===== config.mk =====
export PLATFORM = sky130hd
export DESIGN_NAME = tilt_filter_roll_pitch_core_flat
export DESIGN_NICKNAME = d
export VERILOG_FILES = /design/src/hdl/tfrp_pkg.sv /design/src/hdl/tfrp_if.sv /design/src/hdl/tilt_filter_roll_pitch_core.sv /design/src/hdl/tfrp_mul.sv /design/src/hdl/tfrp_sqrt.sv /design/src/hdl/tfrp_cordic.sv /design/src/flat_wrapper.sv
export SDC_FILE = /design/constraint.sdc
export NUM_CORES = 2
export LEC_CHECK = 0
export ABC_CLOCK_PERIOD_IN_PS = 21100
export BUFFER_PORTS_ARGS = -buffer_cell sky130_fd_sc_hd__buf_2
export CAP_MARGIN = 0
export CORE_ASPECT_RATIO = 0.5
export CORE_MARGIN = 10
export CORE_UTILIZATION = 54
export CTS_BUF_LIST = sky130_fd_sc_hd__clkbuf_8
export CTS_CLUSTER_DIAMETER = 80
export DETAILED_ROUTE_END_ITERATION = 10
export GPL_TIMING_DRIVEN = 0
export PLACE_DENSITY_LB_ADDON = 0.25
export SLEW_MARGIN = 20
export SYNTH_ARGS = -nofsm -noshare
export SYNTH_HDL_FRONTEND = slang
export SYNTH_HIERARCHICAL = 1
export SYNTH_SLANG_ARGS = --single-unit

===== constraint.sdc =====
create_clock -name i_clk -period 21.1 [get_ports i_clk]
set_clock_uncertainty 0.2 [all_clocks]
set_input_delay 1.055 -clock i_clk [delete_from_list [all_inputs] [get_ports i_clk]]
set_output_delay 1.055 -clock i_clk [all_outputs]
set_load 0.02 [all_outputs]

===== src/hdl/tfrp_pkg.sv =====
package tfrp_pkg;

    // Default values of the top-level parameters.
    localparam int ANGLE_FRAC_BITS_DEF = 12;
    localparam int CORDIC_STEPS_DEF    = 16;

    // Field widths.
    localparam int SAMPLE_W = 14;
    localparam int AVG_W    = 14;
    localparam int ROLL_W   = 16;
    localparam int PITCH_W  = 14;
    localparam int GAIN_W   = 16;

    localparam logic [GAIN_W-1:0] GAIN_RESET = 16'd328;

    // Configuration register map (byte addresses).
    localparam int               PADDR_W          = 3;
    localparam logic [PADDR_W-1:0] ADDR_FILTER_GAIN = 3'd0;

    // Multiplier operand and product widths.
    localparam int MUL_A_W = 15;
    localparam int MUL_B_W = 18;
    localparam int MUL_P_W = 33;

    // Square root: radicand is (x^2 + y^2) * 2^16.
    localparam int SUMSQ_W  = 28;
    localparam int SQ_IN_W  = 44;
    localparam int SQ_OUT_W = 22;

    // Vectoring CORDIC datapath.
    localparam int CIN_W       = 23;
    localparam int CORDIC_W    = 45;
    localparam int PRESCALE_SH = 20;
    localparam int ANG_W       = 35;
    localparam int ATAN_IDX_W  = 5;
    localparam int ATAN_W      = 30;

    localparam logic signed [ANG_W-1:0] PI_Q30          = 35'sd3373259426;
    localparam logic signed [ANG_W-1:0] HALF_PI_Q30     = 35'sd1686629713;
    localparam logic signed [ANG_W-1:0] THREE_HALF_PI_Q30 = 35'sd5059889139;

    // Request to the CORDIC unit: a start strobe and the vector (x, y).
    typedef struct packed {
        logic             start;
        logic [CIN_W-1:0] x;
        logic [CIN_W-1:0] y;
    } t_cordic_req;

    // Elementary angles atan(2^-i) in Q30.
    function automatic logic [ATAN_W-1:0] atan_q30(input logic [ATAN_IDX_W-1:0] idx);
        logic [ATAN_W-1:0] v;
        case (idx)
            5'd0:    v = 30'h3243F6A8;
            5'd1:    v = 30'h1DAC6705;
            5'd2:    v = 30'h0FADBAFC;
            5'd3:    v = 30'h07F56EA6;
            5'd4:    v = 30'h03FEAB76;
            5'd5:    v = 30'h01FFD55B;
            5'd6:    v = 30'h00FFFAAA;
            5'd7:    v = 30'h007FFF55;
            5'd8:    v = 30'h003FFFEA;
            5'd9:    v = 30'h001FFFFD;
            5'd10:   v = 30'h000FFFFF;
            5'd11:   v = 30'h0007FFFF;
            5'd12:   v = 30'h0003FFFF;
            5'd13:   v = 30'h0001FFFF;
            5'd14:   v = 30'h0000FFFF;
            5'd15:   v = 30'h00007FFF;
            5'd16:   v = 30'h00003FFF;
            5'd17:   v = 30'h00001FFF;
            5'd18:   v = 30'h00000FFF;
            5'd19:   v = 30'h000007FF;
            5'd20:   v = 30'h000003FF;
            5'd21:   v = 30'h000001FF;
            5'd22:   v = 30'h000000FF;
            5'd23:   v = 30'h0000007F;
            default: v = '0;
        endcase
        return v;
    endfunction

endpackage


===== src/hdl/tfrp_if.sv =====
interface tfrp_in_if;
    logic                            valid;
    logic                            ready;
    logic [tfrp_pkg::SAMPLE_W-1:0]   sample_x;
    logic [tfrp_pkg::SAMPLE_W-1:0]   sample_y;
    logic [tfrp_pkg::SAMPLE_W-1:0]   sample_z;

    modport source (output valid, sample_x, sample_y, sample_z, input ready);
    modport sink   (input valid, sample_x, sample_y, sample_z, output ready);
endinterface

interface tfrp_out_if;
    logic                               valid;
    logic                               ready;
    logic signed [tfrp_pkg::ROLL_W-1:0]  roll_angle;
    logic signed [tfrp_pkg::PITCH_W-1:0] pitch_angle;
    logic signed [tfrp_pkg::AVG_W-1:0]   smoothed_x;
    logic signed [tfrp_pkg::AVG_W-1:0]   smoothed_y;
    logic signed [tfrp_pkg::AVG_W-1:0]   smoothed_z;

    modport source (output valid, roll_angle, pitch_angle, smoothed_x, smoothed_y,
                    smoothed_z, input ready);
    modport sink   (input valid, roll_angle, pitch_angle, smoothed_x, smoothed_y,
                    smoothed_z, output ready);
endinterface


===== src/hdl/tilt_filter_roll_pitch_core.sv =====
// Tilt filter: roll and pitch angles from a three-axis accelerometer.
//
// Input channel i_in_word carries one word of three raw 14-bit ADC samples.
// Each sample is centred, smoothed by an exponential moving average whose
// gain is the filter_gain register (Q0.16, byte address 0 on the APB-style
// port), and the smoothed vector is turned into roll and pitch in radians
// scaled by 2^ANGLE_FRAC_BITS. Output channel o_out_word carries one word per
// input word: both angles and the three smoothed components.
//
// The block takes one word at a time. After acceptance the moving average
// runs a multiply state and an accumulate state for each axis on the shared
// multiplier, which then squares the smoothed x and y; the root of their sum
// runs beside the roll rotation, then the pitch rotation follows on the same
// CORDIC unit, which a pitch vector lying on an axis skips. Input is ready
// again in the same cycle as the result is offered, so a new word is taken
// only after the last result has been offered. If the receiver stalls, the
// next result waits in the sequencer until the output register is free.
// Reset clears the averages, restores the default gain and empties the
// output register. pready is always high.
module tilt_filter_roll_pitch_core #(
    parameter int ANGLE_FRAC_BITS = tfrp_pkg::ANGLE_FRAC_BITS_DEF,
    parameter int CORDIC_STEPS    = tfrp_pkg::CORDIC_STEPS_DEF
) (
    input  logic                            i_clk,
    input  logic                            i_rst_n,
    tfrp_in_if.sink                         i_in_word,
    tfrp_out_if.source                      o_out_word,
    input  logic                            psel,
    input  logic                            penable,
    input  logic                            pwrite,
    input  logic [tfrp_pkg::PADDR_W-1:0]    paddr,
    input  logic [31:0]                     pwdata,
    output logic [31:0]                     prdata,
    output logic                            pready
);

    localparam int AVG_W  = tfrp_pkg::AVG_W;
    localparam int AW     = tfrp_pkg::ANG_W;
    localparam int RND_W  = AW + 5;
    localparam int RND_SH = 30 - ANGLE_FRAC_BITS;
    localparam logic signed [RND_W-1:0] RND_HALF = RND_W'(1) <<< (RND_SH - 1);

    // Sequencer states.
    localparam logic [3:0] S_IDLE      = 4'd0;
    localparam logic [3:0] S_EMA_MUL   = 4'd1;
    localparam logic [3:0] S_EMA_ACC   = 4'd2;
    localparam logic [3:0] S_SQ_X      = 4'd3;
    localparam logic [3:0] S_SQ_Y      = 4'd4;
    localparam logic [3:0] S_SQ_ACC    = 4'd5;
    localparam logic [3:0] S_START     = 4'd6;
    localparam logic [3:0] S_RUN       = 4'd7;
    localparam logic [3:0] S_PITCH     = 4'd8;
    localparam logic [3:0] S_PITCH_RUN = 4'd9;
    localparam logic [3:0] S_OUT       = 4'd10;

    localparam logic [1:0] AXIS_X = 2'd0;
    localparam logic [1:0] AXIS_Y = 2'd1;
    localparam logic [1:0] AXIS_Z = 2'd2;

    logic [3:0]                        r_state;
    logic [3:0]                        n_state;
    logic [1:0]                        r_axis;
    logic [tfrp_pkg::GAIN_W-1:0]       r_gain;

    logic signed [AVG_W-1:0]           r_s_x, r_s_y, r_s_z;
    logic signed [AVG_W-1:0]           r_avg_x, r_avg_y, r_avg_z;
    logic [tfrp_pkg::SUMSQ_W-1:0]      r_sumsq;
    logic signed [AW-1:0]              r_roll;

    logic                              r_out_valid;
    logic signed [tfrp_pkg::ROLL_W-1:0]  r_out_roll;
    logic signed [tfrp_pkg::PITCH_W-1:0] r_out_pitch;
    logic signed [AVG_W-1:0]           r_out_x, r_out_y, r_out_z;

    logic                              w_cfg_wr;
    logic                              w_accept;
    logic                              w_out_free;

    logic signed [AVG_W-1:0]           w_s_sel;
    logic signed [AVG_W-1:0]           w_avg_sel;
    logic signed [AVG_W-1:0]           w_sq_sel;
    logic signed [tfrp_pkg::MUL_A_W-1:0] w_mul_a;
    logic signed [tfrp_pkg::MUL_B_W-1:0] w_mul_b;
    logic signed [tfrp_pkg::MUL_P_W-1:0] w_prod;
    logic signed [31:0]                w_num;
    logic signed [31:0]                w_num_adj;
    logic signed [31:0]                w_quot;
    logic signed [AVG_W-1:0]           w_avg_new;

    logic                              w_sqrt_busy;
    logic [tfrp_pkg::SQ_OUT_W-1:0]     w_mag;
    tfrp_pkg::t_cordic_req             w_req;
    logic                              w_cordic_busy;
    logic signed [AW-1:0]              w_angle;

    logic signed [AW-1:0]              w_remap;
    logic signed [AW-1:0]              w_roll_fix;
    logic signed [RND_W-1:0]           w_roll_sum;
    logic signed [RND_W-1:0]           w_roll_rnd;
    logic signed [RND_W-1:0]           w_pitch_sum;
    logic signed [RND_W-1:0]           w_pitch_rnd;

    // ---------------------------------------------------------------
    // Configuration port. Writes go to filter_gain only at address 0.
    // ---------------------------------------------------------------
    assign pready   = 1'b1;
    assign w_cfg_wr = psel && penable && pwrite && (paddr == tfrp_pkg::ADDR_FILTER_GAIN);
    assign prdata   = (paddr == tfrp_pkg::ADDR_FILTER_GAIN) ? {16'h0000, r_gain} : 32'h0;

    // ---------------------------------------------------------------
    // Handshakes.
    // ---------------------------------------------------------------
    assign i_in_word.ready = (r_state == S_IDLE);
    assign w_accept        = i_in_word.valid && (r_state == S_IDLE);
    assign w_out_free      = !r_out_valid || o_out_word.ready;

    // ---------------------------------------------------------------
    // Shared multiplier. During the moving average it forms (s - avg) * g,
    // since avg' = trunc0((avg * 2^16 + (s - avg) * g) / 2^16); afterwards
    // it squares the smoothed x and y for the pitch magnitude.
    // ---------------------------------------------------------------
    always_comb begin
        case (r_axis)
            AXIS_X: begin
                w_s_sel   = r_s_x;
                w_avg_sel = r_avg_x;
            end
            AXIS_Y: begin
                w_s_sel   = r_s_y;
                w_avg_sel = r_avg_y;
            end
            default: begin
                w_s_sel   = r_s_z;
                w_avg_sel = r_avg_z;
            end
        endcase

        w_sq_sel = (r_state == S_SQ_Y) ? r_avg_y : r_avg_x;

        if (r_state == S_EMA_MUL) begin
            w_mul_a = $signed({w_s_sel[AVG_W-1], w_s_sel})
                    - $signed({w_avg_sel[AVG_W-1], w_avg_sel});
            w_mul_b = $signed({2'b00, r_gain});
        end else begin
            w_mul_a = $signed({w_sq_sel[AVG_W-1], w_sq_sel});
            w_mul_b = $signed({{(tfrp_pkg::MUL_B_W-AVG_W){w_sq_sel[AVG_W-1]}}, w_sq_sel});
        end

        // Division by 2^16 truncating toward zero: bias negative values first.
        w_num     = $signed({{2{w_avg_sel[AVG_W-1]}}, w_avg_sel, 16'h0000}) + w_prod[31:0];
        w_num_adj = w_num + (w_num[31] ? 32'sd65535 : 32'sd0);
        w_quot    = w_num_adj >>> 16;
        w_avg_new = w_quot[AVG_W-1:0];
    end

    tfrp_mul u_mul (
        .i_clk  (i_clk),
        .i_a    (w_mul_a),
        .i_b    (w_mul_b),
        .o_prod (w_prod)
    );

    // ---------------------------------------------------------------
    // Square root of (x^2 + y^2) * 2^16, giving the magnitude in Q8.
    // ---------------------------------------------------------------
    tfrp_sqrt u_sqrt (
        .i_clk   (i_clk),
        .i_rst_n (i_rst_n),
        .i_start (r_state == S_START),
        .i_value ({r_sumsq, 16'h0000}),
        .o_busy  (w_sqrt_busy),
        .o_root  (w_mag)
    );

    // ---------------------------------------------------------------
    // CORDIC, shared by roll atan2(-y, x) and pitch atan2(z * 2^8, mag).
    // ---------------------------------------------------------------
    always_comb begin
        w_req.start = (r_state == S_START) || (r_state == S_PITCH);
        if (r_state == S_PITCH) begin
            w_req.x = {1'b0, w_mag};
            w_req.y = {r_avg_z[AVG_W-1], r_avg_z, 8'h00};
        end else begin
            w_req.x = {{(tfrp_pkg::CIN_W-AVG_W){r_avg_x[AVG_W-1]}}, r_avg_x};
            w_req.y = -{{(tfrp_pkg::CIN_W-AVG_W){r_avg_y[AVG_W-1]}}, r_avg_y};
        end
    end

    tfrp_cordic #(
        .CORDIC_STEPS (CORDIC_STEPS)
    ) u_cordic (
        .i_clk   (i_clk),
        .i_rst_n (i_rst_n),
        .i_req   (w_req),
        .o_busy  (w_cordic_busy),
        .o_angle (w_angle)
    );

    // ---------------------------------------------------------------
    // Roll remap. The upper quadrant [pi/2, pi] folds to pi/2 - a, every
    // other non-zero angle moves up by 3pi/2, and whatever then lands in
    // (-pi/2, 0) is mirrored to positive.
    // ---------------------------------------------------------------
    always_comb begin
        if (w_angle >= tfrp_pkg::HALF_PI_Q30 && w_angle <= tfrp_pkg::PI_Q30) begin
            w_remap = tfrp_pkg::HALF_PI_Q30 - w_angle;
        end else if (w_angle != '0) begin
            w_remap = tfrp_pkg::THREE_HALF_PI_Q30 + w_angle;
        end else begin
            w_remap = '0;
        end
        if (w_remap > -tfrp_pkg::HALF_PI_Q30 && w_remap < 0) begin
            w_roll_fix = -w_remap;
        end else begin
            w_roll_fix = w_remap;
        end

        // Round half up from Q30 to the output fraction width.
        w_roll_sum  = $signed({{(RND_W-AW){r_roll[AW-1]}}, r_roll}) + RND_HALF;
        w_roll_rnd  = w_roll_sum >>> RND_SH;
        w_pitch_sum = $signed({{(RND_W-AW){w_angle[AW-1]}}, w_angle}) + RND_HALF;
        w_pitch_rnd = w_pitch_sum >>> RND_SH;
    end

    // ---------------------------------------------------------------
    // Sequencer.
    // ---------------------------------------------------------------
    always_comb begin
        n_state = r_state;
        unique case (r_state)
            S_IDLE: begin
                if (w_accept) begin
                    n_state = S_EMA_MUL;
                end
            end
            S_EMA_MUL:   n_state = S_EMA_ACC;
            S_EMA_ACC:   n_state = (r_axis == AXIS_Z) ? S_SQ_X : S_EMA_MUL;
            S_SQ_X:      n_state = S_SQ_Y;
            S_SQ_Y:      n_state = S_SQ_ACC;
            S_SQ_ACC:    n_state = S_START;
            S_START:     n_state = S_RUN;
            S_RUN: begin
                if (!w_sqrt_busy && !w_cordic_busy) begin
                    n_state = S_PITCH;
                end
            end
            S_PITCH:     n_state = S_PITCH_RUN;
            S_PITCH_RUN: begin
                if (!w_cordic_busy) begin
                    n_state = S_OUT;
                end
            end
            S_OUT: begin
                if (w_out_free) begin
                    n_state = S_IDLE;
                end
            end
            default:     n_state = S_IDLE;
        endcase
    end

    always_ff @(posedge i_clk) begin
        if (!i_rst_n) begin
            r_state     <= S_IDLE;
            r_axis      <= AXIS_X;
            r_gain      <= tfrp_pkg::GAIN_RESET;
            r_avg_x     <= '0;
            r_avg_y     <= '0;
            r_avg_z     <= '0;
            r_out_valid <= 1'b0;
        end else begin
            r_state <= n_state;

            if (w_cfg_wr) begin
                r_gain <= pwdata[tfrp_pkg::GAIN_W-1:0];
            end

            // Centring by 8192 is an inversion of the sample's top bit.
            if (w_accept) begin
                r_s_x  <= $signed({~i_in_word.sample_x[13], i_in_word.sample_x[12:0]});
                r_s_y  <= $signed({~i_in_word.sample_y[13], i_in_word.sample_y[12:0]});
                r_s_z  <= $signed({~i_in_word.sample_z[13], i_in_word.sample_z[12:0]});
                r_axis <= AXIS_X;
            end

            if (r_state == S_EMA_ACC) begin
                case (r_axis)
                    AXIS_X:  r_avg_x <= w_avg_new;
                    AXIS_Y:  r_avg_y <= w_avg_new;
                    default: r_avg_z <= w_avg_new;
                endcase
                r_axis <= r_axis + 2'd1;
            end

            if (r_state == S_SQ_Y) begin
                r_sumsq <= w_prod[tfrp_pkg::SUMSQ_W-1:0];
            end
            if (r_state == S_SQ_ACC) begin
                r_sumsq <= r_sumsq + w_prod[tfrp_pkg::SUMSQ_W-1:0];
            end

            if (r_state == S_RUN && !w_sqrt_busy && !w_cordic_busy) begin
                r_roll <= w_roll_fix;
            end

            // A new result replaces the one being taken; otherwise a taken
            // result empties the register.
            if (r_state == S_OUT && w_out_free) begin
                r_out_valid <= 1'b1;
                r_out_roll  <= w_roll_rnd[tfrp_pkg::ROLL_W-1:0];
                r_out_pitch <= w_pitch_rnd[tfrp_pkg::PITCH_W-1:0];
                r_out_x     <= r_avg_x;
                r_out_y     <= r_avg_y;
                r_out_z     <= r_avg_z;
            end else if (o_out_word.ready) begin
                r_out_valid <= 1'b0;
            end
        end
    end

    assign o_out_word.valid       = r_out_valid;
    assign o_out_word.roll_angle  = r_out_roll;
    assign o_out_word.pitch_angle = r_out_pitch;
    assign o_out_word.smoothed_x  = r_out_x;
    assign o_out_word.smoothed_y  = r_out_y;
    assign o_out_word.smoothed_z  = r_out_z;

endmodule


===== src/hdl/tfrp_mul.sv =====
module tfrp_mul (
    input  logic                                 i_clk,
    input  logic signed [tfrp_pkg::MUL_A_W-1:0]  i_a,
    input  logic signed [tfrp_pkg::MUL_B_W-1:0]  i_b,
    output logic signed [tfrp_pkg::MUL_P_W-1:0]  o_prod
);

    logic signed [tfrp_pkg::MUL_P_W-1:0] r_prod;

    // The product is registered; it is valid in the cycle after the operands.
    always_ff @(posedge i_clk) begin
        r_prod <= i_a * i_b;
    end

    assign o_prod = r_prod;

endmodule


===== src/hdl/tfrp_sqrt.sv =====
module tfrp_sqrt (
    input  logic                             i_clk,
    input  logic                             i_rst_n,
    input  logic                             i_start,
    input  logic [tfrp_pkg::SQ_IN_W-1:0]     i_value,
    output logic                             o_busy,
    output logic [tfrp_pkg::SQ_OUT_W-1:0]    o_root
);

    localparam int W = tfrp_pkg::SQ_IN_W;
    localparam logic [W-1:0] BIT_INIT = {2'b01, {(W-2){1'b0}}};

    logic         r_busy;
    logic [W-1:0] r_rem;
    logic [W-1:0] r_res;
    logic [W-1:0] r_bit;
    logic [W:0]   w_trial;
    logic         w_fit;

    // One result bit per cycle: try to take (res + bit) out of the remainder.
    always_comb begin
        w_trial = {1'b0, r_res} + {1'b0, r_bit};
        w_fit   = ({1'b0, r_rem} >= w_trial);
    end

    always_ff @(posedge i_clk) begin
        if (!i_rst_n) begin
            r_busy <= 1'b0;
        end else if (i_start) begin
            r_busy <= 1'b1;
            r_rem  <= i_value;
            r_res  <= '0;
            r_bit  <= BIT_INIT;
        end else if (r_busy) begin
            if (w_fit) begin
                r_rem <= r_rem - w_trial[W-1:0];
                r_res <= (r_res >> 1) + r_bit;
            end else begin
                r_res <= r_res >> 1;
            end
            r_bit <= r_bit >> 2;
            if (r_bit[0]) begin
                r_busy <= 1'b0;
            end
        end
    end

    assign o_busy = r_busy;
    assign o_root = r_res[tfrp_pkg::SQ_OUT_W-1:0];

endmodule


===== src/hdl/tfrp_cordic.sv =====
module tfrp_cordic #(
    parameter int CORDIC_STEPS = tfrp_pkg::CORDIC_STEPS_DEF
) (
    input  logic                              i_clk,
    input  logic                              i_rst_n,
    input  tfrp_pkg::t_cordic_req             i_req,
    output logic                              o_busy,
    output logic signed [tfrp_pkg::ANG_W-1:0] o_angle
);

    localparam int CIN_W  = tfrp_pkg::CIN_W;
    localparam int CW     = tfrp_pkg::CORDIC_W;
    localparam int AW     = tfrp_pkg::ANG_W;
    localparam int STEP_W = $clog2(CORDIC_STEPS);
    localparam logic [STEP_W-1:0] LAST_STEP = STEP_W'(CORDIC_STEPS - 1);

    logic                    r_busy;
    logic [STEP_W-1:0]       r_step;
    logic signed [CW-1:0]    r_x;
    logic signed [CW-1:0]    r_y;
    logic signed [AW-1:0]    r_z;

    logic signed [CIN_W-1:0] w_x_in;
    logic signed [CIN_W-1:0] w_y_in;
    logic signed [CIN_W-1:0] w_x_abs;
    logic signed [CIN_W-1:0] w_y_abs;
    logic signed [AW-1:0]    w_off;
    logic signed [CW-1:0]    w_x_load;
    logic signed [CW-1:0]    w_y_load;
    logic signed [CW-1:0]    w_xs;
    logic signed [CW-1:0]    w_ys;
    logic signed [AW-1:0]    w_atan;
    logic                    w_y_pos;

    always_comb begin
        w_x_in = $signed(i_req.x);
        w_y_in = $signed(i_req.y);
        // A vector in the left half-plane is turned by pi before rotation.
        if (w_x_in[CIN_W-1]) begin
            w_x_abs = -w_x_in;
            w_y_abs = -w_y_in;
            w_off   = w_y_in[CIN_W-1] ? -tfrp_pkg::PI_Q30 : tfrp_pkg::PI_Q30;
        end else begin
            w_x_abs = w_x_in;
            w_y_abs = w_y_in;
            w_off   = '0;
        end
        w_x_load = $signed({{(CW-CIN_W){w_x_abs[CIN_W-1]}}, w_x_abs}) <<< tfrp_pkg::PRESCALE_SH;
        w_y_load = $signed({{(CW-CIN_W){w_y_abs[CIN_W-1]}}, w_y_abs}) <<< tfrp_pkg::PRESCALE_SH;

        w_xs    = r_x >>> r_step;
        w_ys    = r_y >>> r_step;
        w_atan  = $signed({{(AW-tfrp_pkg::ATAN_W){1'b0}},
                           tfrp_pkg::atan_q30(tfrp_pkg::ATAN_IDX_W'(r_step))});
        w_y_pos = !r_y[CW-1] && (r_y != '0);
    end

    always_ff @(posedge i_clk) begin
        if (!i_rst_n) begin
            r_busy <= 1'b0;
        end else if (i_req.start) begin
            // Vectors on an axis are answered at once without rotation.
            if (w_y_in == '0) begin
                r_z <= w_x_in[CIN_W-1] ? tfrp_pkg::PI_Q30 : '0;
            end else if (w_x_in == '0) begin
                r_z <= w_y_in[CIN_W-1] ? -tfrp_pkg::HALF_PI_Q30 : tfrp_pkg::HALF_PI_Q30;
            end else begin
                r_busy <= 1'b1;
                r_step <= '0;
                r_x    <= w_x_load;
                r_y    <= w_y_load;
                r_z    <= w_off;
            end
        end else if (r_busy) begin
            if (w_y_pos) begin
                r_x <= r_x + w_ys;
                r_y <= r_y - w_xs;
                r_z <= r_z + w_atan;
            end else begin
                r_x <= r_x - w_ys;
                r_y <= r_y + w_xs;
                r_z <= r_z - w_atan;
            end
            r_step <= r_step + 1'b1;
            if (r_step == LAST_STEP) begin
                r_busy <= 1'b0;
            end
        end
    end

    assign o_busy  = r_busy;
    assign o_angle = r_z;

endmodule


===== src/flat_wrapper.sv =====
// flat-port wrapper written by rule: the top's interface ports become plain ports
module tilt_filter_roll_pitch_core_flat 
#(
    parameter int ANGLE_FRAC_BITS = tfrp_pkg::ANGLE_FRAC_BITS_DEF,
    parameter int CORDIC_STEPS    = tfrp_pkg::CORDIC_STEPS_DEF
)
  (i_clk, i_rst_n, psel, penable, pwrite, paddr, pwdata, prdata, pready, i_in_word_valid, i_in_word_sample_x, i_in_word_sample_y, i_in_word_sample_z, i_in_word_ready, o_out_word_valid, o_out_word_roll_angle, o_out_word_pitch_angle, o_out_word_smoothed_x, o_out_word_smoothed_y, o_out_word_smoothed_z, o_out_word_ready);
  tfrp_in_if i_in_word_i ();
  tfrp_out_if o_out_word_i ();
  input  logic i_clk;
  input  logic i_rst_n;
  input  logic psel;
  input  logic penable;
  input  logic pwrite;
  input  logic [tfrp_pkg::PADDR_W-1:0] paddr;
  input  logic [31:0] pwdata;
  output logic [31:0] prdata;
  output logic pready;
  input wire logic [$bits(i_in_word_i.valid)-1:0] i_in_word_valid;
  input wire logic [$bits(i_in_word_i.sample_x)-1:0] i_in_word_sample_x;
  input wire logic [$bits(i_in_word_i.sample_y)-1:0] i_in_word_sample_y;
  input wire logic [$bits(i_in_word_i.sample_z)-1:0] i_in_word_sample_z;
  output wire logic [$bits(i_in_word_i.ready)-1:0] i_in_word_ready;
  output wire logic [$bits(o_out_word_i.valid)-1:0] o_out_word_valid;
  output wire logic [$bits(o_out_word_i.roll_angle)-1:0] o_out_word_roll_angle;
  output wire logic [$bits(o_out_word_i.pitch_angle)-1:0] o_out_word_pitch_angle;
  output wire logic [$bits(o_out_word_i.smoothed_x)-1:0] o_out_word_smoothed_x;
  output wire logic [$bits(o_out_word_i.smoothed_y)-1:0] o_out_word_smoothed_y;
  output wire logic [$bits(o_out_word_i.smoothed_z)-1:0] o_out_word_smoothed_z;
  input wire logic [$bits(o_out_word_i.ready)-1:0] o_out_word_ready;
  assign i_in_word_i.valid = i_in_word_valid;
  assign i_in_word_i.sample_x = i_in_word_sample_x;
  assign i_in_word_i.sample_y = i_in_word_sample_y;
  assign i_in_word_i.sample_z = i_in_word_sample_z;
  assign i_in_word_ready = i_in_word_i.ready;
  assign o_out_word_valid = o_out_word_i.valid;
  assign o_out_word_roll_angle = o_out_word_i.roll_angle;
  assign o_out_word_pitch_angle = o_out_word_i.pitch_angle;
  assign o_out_word_smoothed_x = o_out_word_i.smoothed_x;
  assign o_out_word_smoothed_y = o_out_word_i.smoothed_y;
  assign o_out_word_smoothed_z = o_out_word_i.smoothed_z;
  assign o_out_word_i.ready = o_out_word_ready;
  tilt_filter_roll_pitch_core #(.ANGLE_FRAC_BITS(ANGLE_FRAC_BITS), .CORDIC_STEPS(CORDIC_STEPS)) u_core (.i_clk(i_clk), .i_rst_n(i_rst_n), .i_in_word(i_in_word_i), .o_out_word(o_out_word_i), .psel(psel), .penable(penable), .pwrite(pwrite), .paddr(paddr), .pwdata(pwdata), .prdata(prdata), .pready(pready));
endmodule

# Word-level counts from Yosys, hierarchy flattened

Memory sizes are Yosys's and may differ from the RTL's. A register that Yosys moved wholly into a read port is not among the register bits.
Cells that the tools add are included.
Widths: inputs -> output; s select.

Register bits after elaboration: 514
ROM bits: 480
Input port bits: 84
Output and inout bits: 107
Word-level logic and storage cells: 190
Memories kept: 1

Memories:

| name             | depth | width | rd ports | clocked after Yosys merged registers in | write ports | RTL line       | source |
|---|---|---|---|---|---|---|---|
| (name not given) | 16    | 30    | 1        | 1                                       | 0           | tfrp_pkg.sv:52 | `case (idx)` |

$add $sub $neg: 23
$mul: 1
Magnitude comparators: 5
Eq/ne operators: 19
Shift operators: 2
Mux-type cells: 63
Bitwise operators: 4
Reduce and logical (&&, ||, !) cells: 44

Operator list:

| kind                   | count |
|---|---|
| $mux 45                | 10 |
| $mux 35                | 10 |
| $mux 44                | 5 |
| $add 45x45->45         | 2 |
| $sshr 45x4->45         | 2 |
| $sub 45x45->45         | 2 |
| $neg 23->23            | 3 |
| $mux 28                | 2 |
| $pmux 14 s2            | 2 |
| $logic_not 23->1       | 2 |
| $mux 23                | 2 |
| $mux 46                | 1 |
| $add 44x43->45         | 1 |
| $ge 44x45->1           | 1 |
| $reduce_bool 45->1     | 1 |
| $add 43x43->44         | 1 |
| $pmux 4 s11            | 1 |
| $sub 44x44->44         | 1 |
| $mux 43                | 1 |
| $mux 4                 | 9 |
| $add 34x35->35 const A | 1 |
| $add 35x31->35         | 1 |
| $ge 35x32->1 const B   | 1 |
| $gt 35x32->1 const B   | 1 |
| other kinds (43)       | 98 |

# Depth between registers and ports, before layout

Depth after elaboration: 7
Mapped depth: 43
Gate-level depth less buffers: 39

# Cells and area by module

The synthesis kept the hierarchy.

Modules (own cells, without submodules):

| module                      | times used | cells each | area each (um2) | sequential area each (um2) |
|---|---|---|---|---|
| tfrp_cordic                 | 1          | 2558       | 21139.0         | 4474.3 |
| tilt_filter_roll_pitch_core | 1          | 1826       | 16012.9         | 6075.8 |
| tfrp_mul                    | 1          | 1175       | 10781.6         | 660.6 |
| tfrp_sqrt                   | 1          | 1132       | 10118.5         | 3323.2 |

# Worst setup path before layout

OpenSTA, ideal clock, no wires.

Path kind: register to register
From: reg u_core.r_axis[0]
To: reg u_core.u_mul.r_prod (netlist bit u_core/u_mul/o_prod[27])
Arrival: 9.266 ns
Data required time: 20.778 ns
Slack: 11.512 ns
Stages on the path, launching flop included: 42
Buffers on the path: 4
Clock period less this slack: 9.588 ns
Path through: dfxtp_1 inv_1 ha_1 nor2_1 clkbuf_1 buf_1 a21o_1 inv_1 ha_1 nor2b_1 o21ai_0 a21boi_0 o21ai_0 a21boi_0 o21ai_0 a21boi_0 o21a_1 o21ai_0 [... 6 more ...] fa_1 fa_1 inv_1 ha_1 fa_1 fa_1 inv_1 fa_1 inv_1 ha_1 a211o_1 a2111o_1 o22ai_2 nand3_2 a41o_1 a21oi_4 nor3_1 a311o_1

Cells in the longest elaborated chain, start to end: 5
Elaborated cells on any way between the ends: 7
Classes of those cells: add/sub (1); mul (1); eq/ne (1); mux (3); reduce/logical (1)

RTL lines:

| element                                              | RTL line                           | source |
|---|---|---|
| from (decl)                                          | tilt_filter_roll_pitch_core.sv:62  | `logic [1:0] r_axis;` |
| from (signal assigned)                               | tilt_filter_roll_pitch_core.sv:292 | `r_axis <= r_axis + 2'd1;` |
| $eq 2x1->1 / $logic_not 2->1 (equally long branches) | tilt_filter_roll_pitch_core.sv:123 | `case (r_axis)` |
| $pmux 14 s2                                          | tilt_filter_roll_pitch_core.sv:123 |  |
| $sub 14x14->15 (*)                                   | tilt_filter_roll_pitch_core.sv:142 | `- $signed({w_avg_sel[AVG_W-1], w_avg_sel});` |
| $mux 15 (*)                                          | tilt_filter_roll_pitch_core.sv:140 | `if (r_state == S_EMA_MUL) begin` |
| via u_core.w_mul_a (one bit)                         | tilt_filter_roll_pitch_core.sv:82  | `logic signed [tfrp_pkg::MUL_A_W-1:0] w_mul_a;` |
| $mul 15x18->32 (*)                                   | tfrp_mul.sv:12                     | `r_prod <= i_a * i_b;` |
| to (signal assigned)                                 | tfrp_mul.sv:12                     |  |
| to (decl)                                            | tfrp_mul.sv:8                      | `logic signed [tfrp_pkg::MUL_P_W-1:0] r_prod;` |

Mark *: on every way through the listed nets, which the timed path passes. The rest lies on a longest branch.
A chain may end at the register's enable or synchronous reset.

# Final worst setup path

From: reg u_core.r_axis[0]
To: reg u_core.u_mul.r_prod (netlist bit u_core/u_mul/o_prod[30])

Same word-level chain as after synthesis.

==> results.env <==
GRT_PASS1_WL_UM=298000
NUMBER_OF_ROWS_CREATED_AT_FLOORPLAN=84
TIMING.CRITICAL_PATH.FANOUT_MAX=10
DP_HPWL_UM=154000
DRT-WIRELENGTH-PER-CELL_UM=23.4
TIMING.REG2REG.WORST_PATH_DEPTH=40
GRT_SETUP_UNREPAIRED='no'
ARRIVAL_PS=12280
CRITICAL_PATH_REQUIRED_PS=21590
POST_CTS.RESIZED_INSTANCES=0
ANTENNA_VIOLATING_NETS_POST_ROUTE=0
LEAKAGE_uW=0.0263
NUMPORTBUFFERS=157
FINAL_NETS=7725
CELL_WITH_THE_BIGGEST_INDIVIDUAL_DELAY_ON_THE_CRITICAL_PATH='sky130_fd_sc_hd__a31oi_1'
NUMBER_OF_BUFFERS_CREATED_BY_CTS=84
GRT_START_MAX_NET_PINS=65
CTS.PATH.MAX_BUFFERS=3
HOLD_WS_PS=230
WORST-SLEW-PIN-TRANSITION_PS=1260
PATH_COMMON_CELL='sky130_fd_sc_hd__fa_1'
TIMING.SLEW.HEADROOM=0.163
FIN_CRIT_SH=0.559
CRIT_PATH_START_KIND='register'
HOLD_PATH_CLASS='register to register'
H-TREE-DEPTH=3
PLACED_CELLS=8301
FIN_UTIL=0.593
TIMING.HOLD.WORST_PATH_DEPTH=0
DRT-PASS1-ITER-COUNT=6
SLEW_LIMIT_FAILS=0
NUM_VIAS=53000
WORST_SETUP_SLACK_FOR_REGISTER_TO_REGISTER_PATHS_PS=9310
POWERDENSITY_nW_PER_UM2=55.9
CTS_ROOT_BUF='sky130_fd_sc_hd__clkbuf_8'
ANTENNA_FOUND_INITIAL=7
GRT.OVERFLOW.TOTAL=0
FP.DIEW_UM=483
FINALWIRELENGTH_UM=198000
POSTCTSHOLDBUFS=0
POST_SYNTH.CELL_AREA_AVG_SQ_UM=8.68
PLACEABLECOREAREA_SQ_UM=106000
POST-CTS-SETUP-BUFFER-COUNT=0
TIMING_HOLD_VIOLATIONS_FINAL=0
SETUP-TNS-FINAL_PS=0
FLOW.AREA_GROWTH_FROM_SYNTHESIS_PCT=8.28
CLOCK_SINK_COUNT=526
GP_CONGESTION=1.06
PERIOD_MINUS_SLACK_PS=11790
RUN_STATUS='complete, no violations'
VIA_PER_INST=6.27
DIE_H_UM=252
NETLIST_INSTANCES=6672
CRITICAL-PATH-MAX-STAGE-DELAY_PS=810
CLK_PIN_SLEW_WORST_PATHS_PS=70
YS.WARNINGS.COUNT=6
INITIAL_CORE_UTIL=0.548
BOUNDARYPINS=191
DRIVE_ABOVE_1_SHARE=0.0932
GR-USAGE-ALL-LAYERS=0.310
MAX_CLOCK_FREQ_MHz=84.8
TIMING.SETUP.CRITICAL_PATH_CLASS='register to register'
SETUP_VIOL=0
CLK_LATENCY_PS=830
INSTANCES_NO_FILL=8459
DETAIL_ROUTE.ITER0.VIOLATIONS=5770
FLOORPLAN.DIE_AREA_SQ_UM=121000
DETAIL_ROUTE.DRC_VIOLATIONS=0
CRIT_PATH_END_KIND='register'
GRT_PASS1_VIAS=50400
MAXIMUM_VDD_IR_DROP_uV=51.1
TRITONCTS='yes'
MAPPEDNETLISTAREA_SQ_UM=57900
MAX_CAP_VIOL_COUNT=0
[per-stage QoR]
step | total power (uW) | setup slack, ps | cell area [sq um]
6_report | 3500 | 9310 | 62700
5_1_grt | 3740 | 8670 | 62700
4_1_cts | 3510 | 9520 | 62700
3_5_place_dp | 2530 | 9580 | 60900
3_3_place_gp | 2500 | 9560 | 60600
2_1_floorplan | 2200 | 11510 | 58000
[cell usage in the layout, fill, tap and decap left out, types with 186 or more instances in the layout]
cell,n
sky130_fd_sc_hd__nand2_1,826
sky130_fd_sc_hd__inv_1,470
sky130_fd_sc_hd__o21ai_0,467
sky130_fd_sc_hd__ha_1,405
sky130_fd_sc_hd__edfxtp_1,398
sky130_fd_sc_hd__nor2_1,393
sky130_fd_sc_hd__a21oi_1,378
sky130_fd_sc_hd__xnor2_1,283
sky130_fd_sc_hd__fa_1,268
sky130_fd_sc_hd__clkbuf_1,228
sky130_fd_sc_hd__xor2_1,223
sky130_fd_sc_hd__buf_2,194
sky130_fd_sc_hd__and2_1,186
[sequential cells by signal (all words and copies together) (netlist names), 16 cells and up]
register                      count
u_core/r_gain                    16
u_core/u_sqrt/r_bit              22
u_core/u_cordic/r_x              45
u_core/u_cordic/r_y              45
u_core/o_out_word.roll_angle     16
u_core/u_sqrt/r_res              44
u_core/u_sqrt/r_rem              44
u_core/u_mul/o_prod              32
u_core/u_cordic/w_atan           29
u_core/u_cordic/o_angle          35
u_core/r_roll                    17
u_core/r_sumsq                   28
[final timing paths]
| path | start | end |
|---|---|---|
| worst max-delay path | u_core/r_axis[0] | u_core/u_mul/o_prod[30] |
| worst min-delay path | u_core/r_avg_y[8] | u_core/o_out_word.smoothed_y[8] |
| worst max register to register | u_core/r_axis[0] | u_core/u_mul/o_prod[30] |
| worst min register to register | u_core/r_avg_y[8] | u_core/o_out_word.smoothed_y[8] |
[layout make-up]
| class | instances | area [sq um] |
|---|---|---|
| multi-input combinational | 5357 | 40100 |
| buffer | 364 | 1720 |
| clock inverter | 66 | 552 |
| fill | 9527 | 43000 |
| inverter | 456 | 1720 |
| antenna | 5 | 12.5 |
| clock buffer | 87 | 1200 |
| sequential | 526 | 14500 |
| timing repair buffer | 179 | 1070 |
| tap | 1419 | 1780 |
[power breakdown]
part           switching (uW)  internal, uW  leakage, uW
clock network             488           489     0.000972
registers                46.9          1160      0.00466
logic                     804           519       0.0207
[routing by layer]
metal | share of wire | track usage
met4 | 0.048 | 0.135
met5 | 0.00046 | 0.00235
met3 | 0.11 | 0.0755
met1 | 0.41 | 0.411
met2 | 0.43 | 0.481
[critical path, delay by kind of cell (launching register included)]
| kind | cells | cell delay [ps] |
|---|---|---|
| flops | 1 | 340 |
| buf+inv | 7 | 1920 |
| xor+xnor | 1 | 240 |
| simple gates | 7 | 1470 |
| fa+ha+maj | 10 | 4240 |
| compound gates | 15 | 3240 |
Power figures use the tool's default switching activity.
